File: config.mk
export PLATFORM = sky130hd
export DESIGN_NAME = sorted_unique_byte_list
export DESIGN_NICKNAME = d
export VERILOG_FILES = /design/src/sul_pkg.sv /design/src/sorted_unique_byte_list.sv /design/src/sul_ctrl.sv /design/src/sul_datapath.sv
export SDC_FILE = /design/constraint.sdc
export NUM_CORES = 1
export LEC_CHECK = 0
export BUFFER_PORTS_ARGS = -buffer_cell sky130_fd_sc_hd__buf_4
export CORE_AREA = 5 5 193 195
export DETAILED_ROUTE_END_ITERATION = 6
export DIE_AREA = 0 0 198 200
export GPL_ROUTABILITY_DRIVEN = 0
export PLACE_DENSITY = 0.63
export SYNTH_ARGS = -nofsm -noshare
export SYNTH_HDL_FRONTEND = slang
export SYNTH_SLANG_ARGS = --single-unit
File: constraint.sdc
create_clock -name i_clk -period 3 [get_ports i_clk]
set_input_delay 0.3 -clock i_clk [delete_from_list [all_inputs] [get_ports i_clk]]
set_output_delay 0.3 -clock i_clk [all_outputs]
set_load 0.05 [all_outputs]
File: src/sul_pkg.sv
// ----------------------------------------------------------------------------
// sul_pkg
// Shared types, constants and codes for the sorted unique byte list.
// ----------------------------------------------------------------------------
package sul_pkg;

    localparam int MAX_ENTRIES = 16;
    localparam int IDX_W       = (MAX_ENTRIES > 1) ? $clog2(MAX_ENTRIES) : 1;
    localparam int CNT_W       = $clog2(MAX_ENTRIES + 1);
    localparam int CAP_W       = 5;
    localparam int LIM_W       = (CNT_W > CAP_W) ? CNT_W : CAP_W;
    localparam int KEY_W       = 8;
    localparam int POS_W       = 4;
    localparam logic [CAP_W-1:0] CAP_RESET = CAP_W'(16);

    typedef enum logic [1:0] {
        OP_INSERT = 2'd0,
        OP_REMOVE = 2'd1,
        OP_SEARCH = 2'd2,
        OP_SHOW   = 2'd3
    } t_op;

    typedef enum logic [1:0] {
        ST_DONE     = 2'd0,
        ST_DUP      = 2'd1,
        ST_FULL     = 2'd2,
        ST_NOTFOUND = 2'd3
    } t_status;

    typedef enum logic [1:0] {
        S_IDLE,
        S_CMP,
        S_EXEC,
        S_SHOW
    } t_state;

    // controller to datapath
    typedef struct packed {
        logic load;       // capture request, clear show index
        logic compare;    // compare key against every cell
        logic exec;       // apply insert/remove/search, load result
        logic show_step;  // emit one stored entry
    } t_dp_cmd;

    // datapath to controller
    typedef struct packed {
        logic out_free;   // result register can take a new result
        logic is_show;    // held request is a show
        logic empty;      // no entries stored
        logic show_last;  // show index points at the final entry
    } t_dp_stat;

endpackage

File: src/sorted_unique_byte_list.sv
// ----------------------------------------------------------------------------
// sorted_unique_byte_list
// Ascending list of distinct byte keys with insert, remove, search and show.
// ----------------------------------------------------------------------------
//
//  channel   | direction | handshake              | payload
//  ----------+-----------+------------------------+---------------------------
//  request   | in        | i_valid / o_ready      | i_operation, i_key
//  result    | out       | o_valid / i_ready      | o_status, o_position,
//            |           |                        | o_item, o_last
//  config    | in        | i_cfg_valid/o_cfg_ready| i_cfg_data (capacity)
//
//  Insert, remove and search pass through S_IDLE, which accepts the request,
//  S_CMP, which compares the key against all cells at once, then S_EXEC, which
//  shifts the cell chain and loads the result register, then back to S_IDLE.
//  Show is accepted and compared alike, then emits the stored entries one by one
//  through the single read port onto the cell chain; an empty show emits none.
//  A stalled result holds the execute or show step; one further request may be
//  taken while the result waits, then requests are refused until it moves.
//  Reset (synchronous, active low) empties the list and sets capacity to 16;
//  the stored keys themselves are not cleared.
// ----------------------------------------------------------------------------
module sorted_unique_byte_list import sul_pkg::*; (
    input  logic             i_clk,
    input  logic             i_rst_n,
    // request channel
    input  logic             i_valid,
    output logic             o_ready,
    input  logic [1:0]       i_operation,
    input  logic [KEY_W-1:0] i_key,
    // result channel
    output logic             o_valid,
    input  logic             i_ready,
    output logic [1:0]       o_status,
    output logic [POS_W-1:0] o_position,
    output logic [KEY_W-1:0] o_item,
    output logic             o_last,
    // capacity register write
    input  logic             i_cfg_valid,
    output logic             o_cfg_ready,
    input  logic [CAP_W-1:0] i_cfg_data
);

    t_dp_cmd  dp_cmd;
    t_dp_stat dp_stat;

    // capacity writes go straight into the register, so the port is always open
    assign o_cfg_ready = 1'b1;

    // sequencer: owns the request handshake and issues at most one command a cycle
    sul_ctrl u_ctrl (
        .i_clk   (i_clk),
        .i_rst_n (i_rst_n),
        .i_valid (i_valid),
        .o_ready (o_ready),
        .i_stat  (dp_stat),
        .o_cmd   (dp_cmd)
    );

    // datapath: cell chain, compare vectors, show index and result register
    sul_datapath u_dp (
        .i_clk       (i_clk),
        .i_rst_n     (i_rst_n),
        .i_cmd       (dp_cmd),
        .o_stat      (dp_stat),
        .i_operation (i_operation),
        .i_key       (i_key),
        .i_cfg_valid (i_cfg_valid),
        .i_cfg_data  (i_cfg_data),
        .i_ready     (i_ready),
        .o_valid     (o_valid),
        .o_status    (o_status),
        .o_position  (o_position),
        .o_item      (o_item),
        .o_last      (o_last)
    );

endmodule

File: src/sul_ctrl.sv
// ----------------------------------------------------------------------------
// sul_ctrl
// Sequencer: accept, compare, execute or step through a show.
// ----------------------------------------------------------------------------
module sul_ctrl import sul_pkg::*; (
    input  logic     i_clk,
    input  logic     i_rst_n,
    input  logic     i_valid,
    output logic     o_ready,
    input  t_dp_stat i_stat,
    output t_dp_cmd  o_cmd
);

    t_state r_state;
    t_state n_state;

    always_ff @(posedge i_clk) begin
        if (!i_rst_n) begin
            r_state <= S_IDLE;
        end else begin
            r_state <= n_state;
        end
    end

    always_comb begin
        n_state = r_state;
        unique case (r_state)
            S_IDLE: begin
                if (i_valid) begin
                    n_state = S_CMP;
                end
            end
            S_CMP: begin
                if (!i_stat.is_show) begin
                    n_state = S_EXEC;
                end else if (i_stat.empty) begin
                    n_state = S_IDLE;
                end else begin
                    n_state = S_SHOW;
                end
            end
            S_EXEC: begin
                if (i_stat.out_free) begin
                    n_state = S_IDLE;
                end
            end
            S_SHOW: begin
                if (i_stat.out_free && i_stat.show_last) begin
                    n_state = S_IDLE;
                end
            end
            default: n_state = S_IDLE;
        endcase
    end

    always_comb begin
        o_ready = 1'b0;
        o_cmd   = '0;
        unique case (r_state)
            S_IDLE: begin
                o_ready    = 1'b1;
                o_cmd.load = i_valid;
            end
            S_CMP: begin
                o_cmd.compare = 1'b1;
            end
            S_EXEC: begin
                o_cmd.exec = i_stat.out_free;
            end
            S_SHOW: begin
                o_cmd.show_step = i_stat.out_free;
            end
            default: begin
                o_ready = 1'b0;
            end
        endcase
    end

`ifndef ASSERT_OFF
    a_one_cmd: assert property (@(posedge i_clk) disable iff (!i_rst_n)
        $onehot0({o_cmd.load, o_cmd.compare, o_cmd.exec, o_cmd.show_step}))
        else $error("more than one datapath command at once");
    a_cmp_follows_load: assert property (@(posedge i_clk) disable iff (!i_rst_n)
        o_cmd.load |=> o_cmd.compare)
        else $error("compare did not follow request capture");
    a_show_not_empty: assert property (@(posedge i_clk) disable iff (!i_rst_n)
        o_cmd.show_step |-> !i_stat.empty)
        else $error("show step on an empty list");
`endif

endmodule

File: src/sul_datapath.sv
// ----------------------------------------------------------------------------
// sul_datapath
// Cell chain of stored keys with parallel compare, shift, show index,
// capacity register and result register.
// ----------------------------------------------------------------------------
module sul_datapath import sul_pkg::*; (
    input  logic             i_clk,
    input  logic             i_rst_n,
    input  t_dp_cmd          i_cmd,
    output t_dp_stat         o_stat,
    input  logic [1:0]       i_operation,
    input  logic [KEY_W-1:0] i_key,
    input  logic             i_cfg_valid,
    input  logic [CAP_W-1:0] i_cfg_data,
    input  logic             i_ready,
    output logic             o_valid,
    output logic [1:0]       o_status,
    output logic [POS_W-1:0] o_position,
    output logic [KEY_W-1:0] o_item,
    output logic             o_last
);

    t_op                          r_op;
    logic [KEY_W-1:0]             r_key;
    logic [MAX_ENTRIES-1:0]       r_match;
    logic [MAX_ENTRIES-1:0]       r_less;
    logic [CNT_W-1:0]             r_count;
    logic [KEY_W-1:0]             r_entries [MAX_ENTRIES];
    logic [CAP_W-1:0]             r_cap;
    logic [IDX_W-1:0]             r_idx;
    logic                         r_o_valid;
    t_status                      r_o_status;
    logic [POS_W-1:0]             r_o_pos;
    logic [KEY_W-1:0]             r_o_item;
    logic                         r_o_last;

    logic [IDX_W-1:0]             match_at;
    logic [IDX_W-1:0]             ins_at;
    logic                         found;
    logic                         empty;
    logic                         full;
    logic [LIM_W-1:0]             limit;
    logic                         show_last;
    logic                         do_ins;
    logic                         do_rem;
    t_status                      res_status;
    logic [IDX_W-1:0]             res_idx;
    logic                         out_free;

    // one-hot match (keys are distinct) and thermometer less-than vector
    always_comb begin
        match_at = '0;
        ins_at   = '0;
        for (int i = 0; i < MAX_ENTRIES; i++) begin
            if (r_match[i]) begin
                match_at = match_at | IDX_W'(i);
            end
            if ((i == 0) ? !r_less[0] : (r_less[(i == 0) ? 0 : i - 1] && !r_less[i])) begin
                ins_at = ins_at | IDX_W'(i);
            end
        end
    end

    assign found     = |r_match;
    assign empty     = (r_count == '0);
    assign limit     = (LIM_W'(r_cap) > LIM_W'(MAX_ENTRIES)) ? LIM_W'(MAX_ENTRIES)
                                                             : LIM_W'(r_cap);
    assign full      = (LIM_W'(r_count) >= limit);
    assign show_last = ((CNT_W'(r_idx) + CNT_W'(1)) == r_count);
    assign out_free  = !r_o_valid || i_ready;

    always_comb begin
        do_ins     = 1'b0;
        do_rem     = 1'b0;
        res_status = ST_NOTFOUND;
        res_idx    = '0;
        case (r_op)
            OP_INSERT: begin
                if (found) begin
                    res_status = ST_DUP;
                    res_idx    = match_at;
                end else if (full) begin
                    res_status = ST_FULL;
                end else begin
                    do_ins     = 1'b1;
                    res_status = ST_DONE;
                    res_idx    = ins_at;
                end
            end
            OP_REMOVE: begin
                if (empty) begin
                    res_status = ST_FULL;
                end else if (found) begin
                    do_rem     = 1'b1;
                    res_status = ST_DONE;
                    res_idx    = match_at;
                end
            end
            default: begin
                if (found) begin
                    res_status = ST_DONE;
                    res_idx    = match_at;
                end
            end
        endcase
    end

    // capacity register
    always_ff @(posedge i_clk) begin
        if (!i_rst_n) begin
            r_cap <= CAP_RESET;
        end else if (i_cfg_valid) begin
            r_cap <= i_cfg_data;
        end
    end

    // request capture and compare
    always_ff @(posedge i_clk) begin
        if (i_cmd.load) begin
            r_op  <= t_op'(i_operation);
            r_key <= i_key;
        end
        if (i_cmd.compare) begin
            for (int i = 0; i < MAX_ENTRIES; i++) begin
                r_match[i] <= (CNT_W'(i) < r_count) && (r_entries[i] == r_key);
                r_less[i]  <= (CNT_W'(i) < r_count) && (r_entries[i] < r_key);
            end
        end
    end

    // cell chain: shift up on insert, down on remove
    always_ff @(posedge i_clk) begin
        if (i_cmd.exec && do_ins) begin
            for (int i = 0; i < MAX_ENTRIES; i++) begin
                if (IDX_W'(i) == ins_at) begin
                    r_entries[i] <= r_key;
                end else if ((i > 0) && (IDX_W'(i) > ins_at)) begin
                    r_entries[i] <= r_entries[(i > 0) ? i - 1 : 0];
                end
            end
        end else if (i_cmd.exec && do_rem) begin
            for (int i = 0; i < MAX_ENTRIES - 1; i++) begin
                if (IDX_W'(i) >= match_at) begin
                    r_entries[i] <= r_entries[i + 1];
                end
            end
        end
    end

    // entry count and show index
    always_ff @(posedge i_clk) begin
        if (!i_rst_n) begin
            r_count <= '0;
            r_idx   <= '0;
        end else begin
            if (i_cmd.exec && do_ins) begin
                r_count <= r_count + CNT_W'(1);
            end else if (i_cmd.exec && do_rem) begin
                r_count <= r_count - CNT_W'(1);
            end
            if (i_cmd.load) begin
                r_idx <= '0;
            end else if (i_cmd.show_step) begin
                r_idx <= r_idx + IDX_W'(1);
            end
        end
    end

    // result register
    always_ff @(posedge i_clk) begin
        if (!i_rst_n) begin
            r_o_valid <= 1'b0;
        end else if (i_cmd.exec || i_cmd.show_step) begin
            r_o_valid <= 1'b1;
        end else if (i_ready) begin
            r_o_valid <= 1'b0;
        end
    end

    always_ff @(posedge i_clk) begin
        if (i_cmd.exec) begin
            r_o_status <= res_status;
            r_o_pos    <= POS_W'(res_idx);
            r_o_item   <= r_key;
            r_o_last   <= 1'b1;
        end else if (i_cmd.show_step) begin
            r_o_status <= ST_DONE;
            r_o_pos    <= POS_W'(r_idx);
            r_o_item   <= r_entries[r_idx];
            r_o_last   <= show_last;
        end
    end

    assign o_stat.out_free  = out_free;
    assign o_stat.is_show   = (r_op == OP_SHOW);
    assign o_stat.empty     = empty;
    assign o_stat.show_last = show_last;

    assign o_valid    = r_o_valid;
    assign o_status   = r_o_status;
    assign o_position = r_o_pos;
    assign o_item     = r_o_item;
    assign o_last     = r_o_last;

`ifndef ASSERT_OFF
    a_count_bound: assert property (@(posedge i_clk) disable iff (!i_rst_n)
        r_count <= CNT_W'(MAX_ENTRIES))
        else $error("entry count beyond list depth");
    a_match_unique: assert property (@(posedge i_clk) disable iff (!i_rst_n)
        i_cmd.exec |-> $onehot0(r_match))
        else $error("key matched in more than one cell");
    a_exec_free: assert property (@(posedge i_clk) disable iff (!i_rst_n)
        (i_cmd.exec || i_cmd.show_step) |-> out_free)
        else $error("result loaded over a pending result");
    a_ins_room: assert property (@(posedge i_clk) disable iff (!i_rst_n)
        (i_cmd.exec && do_ins) |=> (r_count != '0))
        else $error("count did not grow on insert");
`endif

endmodule

* Word level (Yosys, flattened, before mapping)
Memories as Yosys holds them, arrays and structs flattened. A register that Yosys moved wholly into a read port is not among the register bits.
Index checks and enable logic that the tools add are counted.
** Operators by class
- Order comparisons :: 64
- Reductions and logical operators :: 78
- Bitwise logic cells :: 31
- Add/subtract/negate cells :: 4
- Equal/unequal tests :: 40
- Multiplexer cells :: 268
** Operators with widths (count)
- $mux 8 :: 32
- $mux 1 :: 183
- $eq 8x8->1 :: 16
- $lt 8x8->1 :: 16
- $mux 4 :: 24
- $logic_and 1x1->1 :: 50
- $lt 4x5->1 const A :: 8
- $eq 4x4->1 const A :: 8
- $gt 4x4->1 const A :: 8
- $mux 2 :: 15
- $or 1x1->1 :: 30
- $ge 4x4->1 const A :: 7
- $mux 3 :: 8
- $lt 3x5->1 const A :: 4
- $eq 3x4->1 const A :: 4
- $ge 3x4->1 const A :: 4
- $gt 3x4->1 const A :: 4
- $logic_not 1->1 :: 16
- $reduce_or 16->1 :: 1
- $mux 5 :: 3
- $lt 1x5->1 const A :: 2
- $lt 2x5->1 const A :: 2
- $eq 2x4->1 const A :: 2
- $ge 1x4->1 const A :: 2
- 26 further kinds :: 36
** Storage, ports and cells
- Output and inout bits :: 18
- Register bits :: 74
- Input port bits :: 20
- Memories kept :: 1
- Bits in writable memories :: 128
- Logic and storage cells :: 499
** Memories
- u_dp.r_entries :: words 16, width 8, rd ports 17, clocked after Yosys merged registers in 1, write ports 16, line sul_datapath.sv:28 : logic [KEY_W-1:0] r_entries [MAX_ENTRIES];

* Longest topological paths before layout
- Depth after elaboration :: 24
- Depth in mapped cells :: 12
- Mapped depth without buffers :: 10

* Cells and area by module
A second synthesis with hierarchy kept.
** Second synthesis, totals
- Cells, all modules :: 1282
- Area total of the unflattened synthesis :: 13982.2 um^2
** By module, submodules not included
- sul_datapath :: seq. area each 5925.7 um^2, cells an instance 1263, times used 1, area each 13850.8 um^2
- sul_ctrl :: seq. area each 40.0 um^2, cells an instance 17, times used 1, area each 120.1 um^2
- sorted_unique_byte_list :: seq. area each 0.0 um^2, cells an instance 2, times used 1, area each 11.3 um^2

* Least setup slack after synthesis
OpenSTA, ideal clock, no wires.
- Path kind :: reg2reg
- Start :: register u_dp.r_count[0]
- End :: memory u_dp.r_entries[4][0], enable pin
- Setup time :: 0.376 ns
- Cell stages (with the launch flop) :: 10
- Arrival time :: 2.698 ns
- Clock period less this slack :: 3.074 ns
- Path buffers :: 2
- Data required time :: 2.624 ns
- Path slack :: -0.074 ns
- Cells stage by stage :: dfxtp_1 -> clkbuf_1 -> inv_1 -> ha_1 -> nand2b_1 -> a31oi_1 -> o211ai_1 -> or2_2 -> clkbuf_1 -> o22ai_1
** RTL lines
- start, declared :: line sul_datapath.sv:27 : logic [CNT_W-1:0] r_count;
- start signal, assigned :: line sul_datapath.sv:157 : r_count <= r_count + CNT_W'(1);
- start signal, assigned :: line sul_datapath.sv:159 : r_count <= r_count - CNT_W'(1);
- end, declared :: line sul_datapath.sv:28

==> qor.yml <==
drc: 0
vias: 11700
hold_path.class: "in2reg"
cts-root-buf: "clkbuf_16"
cts_max_level: 1
finClkSkew_ns: 0.0199
syn_nets: 1411
die_h_um: 200
p_switching_mw: 1.68
crit_path_max_fanout: 9
cp_slowest_stage_delay_ns: 0.54
ctsLongestPathBuffers: 3
min_path_cells: 3
pwr-share-comb: 0.100
final_cells: 1829
first_global_vias: 11100
initial_core_util: 0.394
drt_iter0_drc: 1391
synth_edf_count: 184
holdWs_ns: 0.0202
slew_headroom: 0.479
nNetsFinal: 1509
max_freq_mhz: 354
rrSetupSlack_ns: 0.17
antennaDiodeCount: 0
internal-power_mw: 5.06
rr_worst_depth: 6
rr_endpoint: "u_dp.r_entries[10][0]$_DFFE_PP_"
syn_inst: 1254
synth_cell_types: 78
setup_viol: 0
hold_end: "u_dp.r_cap[1]$_SDFFE_PN0P_"
antenna_found_initial: 4
arrival_ns: 3.03
power.static_leakage_nw: 6.24
netlist_area_mm2: 0.0139
run_status: "complete, no violations"
total_power_mw: 6.74
drive_gt1_frac: 0.178
clock_sinks: 206
n_fill_cell: 3240
worstMarginPinSlew_ns: 0.775
r2r_start: "u_dp.r_match[13]$_DFFE_PN_"
min-delay-start: "i_cfg_data[1]"
ir_worst_vdd_uv: 407
grt-ovfl-total: 0
clk_latency_ns: 0.55
grt_first_pass_wirelength_um: 69300
grt_max_degree: 109
worst_slack_ns: 0.172
regArea_mm2: 0.00597
async_reset_ff_frac: 0
fin_util: 0.456
fin_crit_sh: 0.943
core_area_mm2: 0.0352
dp_slack_ns: 0.126
rsz0062_at_grt: "no"
slowest_stage: "nor2_1"
die-area_mm2: 0.0396
cpLargestDelayFamily: "simple AND/OR/NAND/NOR gates"
crit_required_ns: 3.20
synth-main-ff-cell: "edfxtp_1"
maxCapViolations: 0
cts_tree: "done"
most-common-layout-cells: "184 x edfxtp_1, 137 x ha_1, 116 x buf_4"
dp_cells: 1775
cp_cell_sequence: "nor4_2 -> nand4_4 -> nor4_4 -> o21ai_2 -> nor2_1 -> or3_1"
avgSynthCellArea_um2: 11.1
antenna_left: 0
ys_warn_count: 0
fp-row-count: 69
wl_um: 47700
clk_pin_slew_worst_paths_ns: 0.06
synthToLayoutAreaGrowth_pct: 15.7
min_period_ns: 2.83
power_density_mw_per_mm2: 419
clock_power_share: 0.425
yosys_register_bits: 206
hold_violations: 0
path_depth: 6
sw_frac_of_total: 0.249
drv_slew: 0
synth-seq-area-share: 0.430
numCtsBuffers: 23
grt_usage: 0.232
viasPerCell: 6.38
critPathLaunchType: "flop"
place_hpwl_um: 35800
multi_input_area_mm2: 0.00748
drt_first_pass_iters: 6
dieWidth_um: 198
path_buf_inv: 0
design.portCount: 38
end_kind: "flop"
pwr-share-seq: 0.475
setup.worst_path.class: "reg2reg"
post_drt_wl_per_cell_um: 26.1
port_buffers: 36
layout_commonest_cell: "edfxtp_1"
## flip-flops by register name (all words and copies together), names as in the netlist, 4 cells and up, named ones only
signal,count
u_dp.r_key,8
u_dp.r_count,5
u_dp.r_less,16
u_dp.r_match,16
u_dp.o_item,8
u_dp.r_idx,4
u_dp.o_position,4
u_dp.r_cap,5
u_dp.r_entries,128
## power groups by stage
stage | registers (mW) | clock network [mW] | logic [mW]
6_report | 3.20 | 2.86 | 0.675
3_5_place_dp | 3.26 | 0 | 0.649
5_1_grt | 3.20 | 2.99 | 0.735
4_1_cts | 3.20 | 2.89 | 0.665
3_3_place_gp | 3.26 | 0 | 0.630
2_1_floorplan | 3.28 | 0 | 0.372
## Yosys cell counts (all sizes together) (28+ instances only)
cell,count,area (µm²)
ha,137,1710
mux4,40,901
clkbuf,32,121
inv,46,173
a21o,31,233
nand2,114,435
nand4,37,246
o21ai,115,587
nor2b,35,219
buf,28,150
edfxtp,184,5530
nor2,63,239
mux2i,37,370
a21oi,38,190
## logic make-up (layout without fill, tap and decap cells)
family	Yosys count	after routing	synth area share
AOI/OAI and AO/OA	331	331	0.164
and+or+nand+nor	377	377	0.146
muxes	85	85	0.0980
xor gates and xnor gates	11	11	0.00694
DFF	206	206	0.430
buffers and inverters	106	220	0.0320
other	1	1	0.000270
adders and majority gates	137	137	0.123
## timing repair
item	4_1_cts	5_1_grt
endpoints found under the hold margin	11	0
setup endpoints to repair	0	16
resized for setup	0	1
hold buffers	11	0
setup buffers	0	1
## area by class of cell
cell class / instances / share of cell area
clock inverters: 10 / 0.00499
flip-flops and latches: 206 / 0.372
clock buffers: 31 / 0.0415
well taps: 461 / 0.0359
inverters: 46 / 0.0108
multi-input cells: 942 / 0.466
repair buffers: 133 / 0.0693
## layer usage
| metal | vias up | wire length [µm] | GRT usage |
|---|---|---|---|
| li1 | 5104 | - | - |
| met1 | 5638 | 18200 | 0.305 |
| met2 | 775 | 20900 | 0.353 |
| met3 | 153 | 6220 | 0.0760 |
| met4 | 8 | 2300 | 0.0987 |
| met5 | - | 55 | 0 |
## how the worst max path moves through the flow
stage / start / end
6_report: u_dp.r_match[13]$_DFFE_PN_ / u_dp.r_entries[10][0]$_DFFE_PP_
5_1_grt: u_dp.r_cap[4]$_SDFFE_PN1P_ / u_dp.r_entries[10][0]$_DFFE_PP_
3_5_place_dp: u_dp.r_match[13]$_DFFE_PN_ / u_dp.r_entries[8][3]$_DFFE_PP_
4_1_cts: u_dp.r_count[1]$_SDFFE_PN0P_ / u_dp.r_entries[8][1]$_DFFE_PP_
3_3_place_gp: u_dp.r_match[13]$_DFFE_PN_ / u_dp.r_entries[8][3]$_DFFE_PP_
2_1_floorplan: u_dp.r_count[0]$_SDFFE_PN0P_ / u_dp.r_entries[4][0]$_DFFE_PP_
## tightest hold or removal path, stage by stage
cell and delay, ns:
buf_4 0.08, mux2i_1 0.05, nor2b_1 0.09
## through the flow
step           TNS (ns)  area [µm²]
2_1_floorplan     -1.18       13900
3_3_place_gp          0       15200
3_5_place_dp          0       15200
4_1_cts               0       16000
5_1_grt               0       16100
6_report              0       16100
Note: power is estimated with default switching activity, not from simulation.
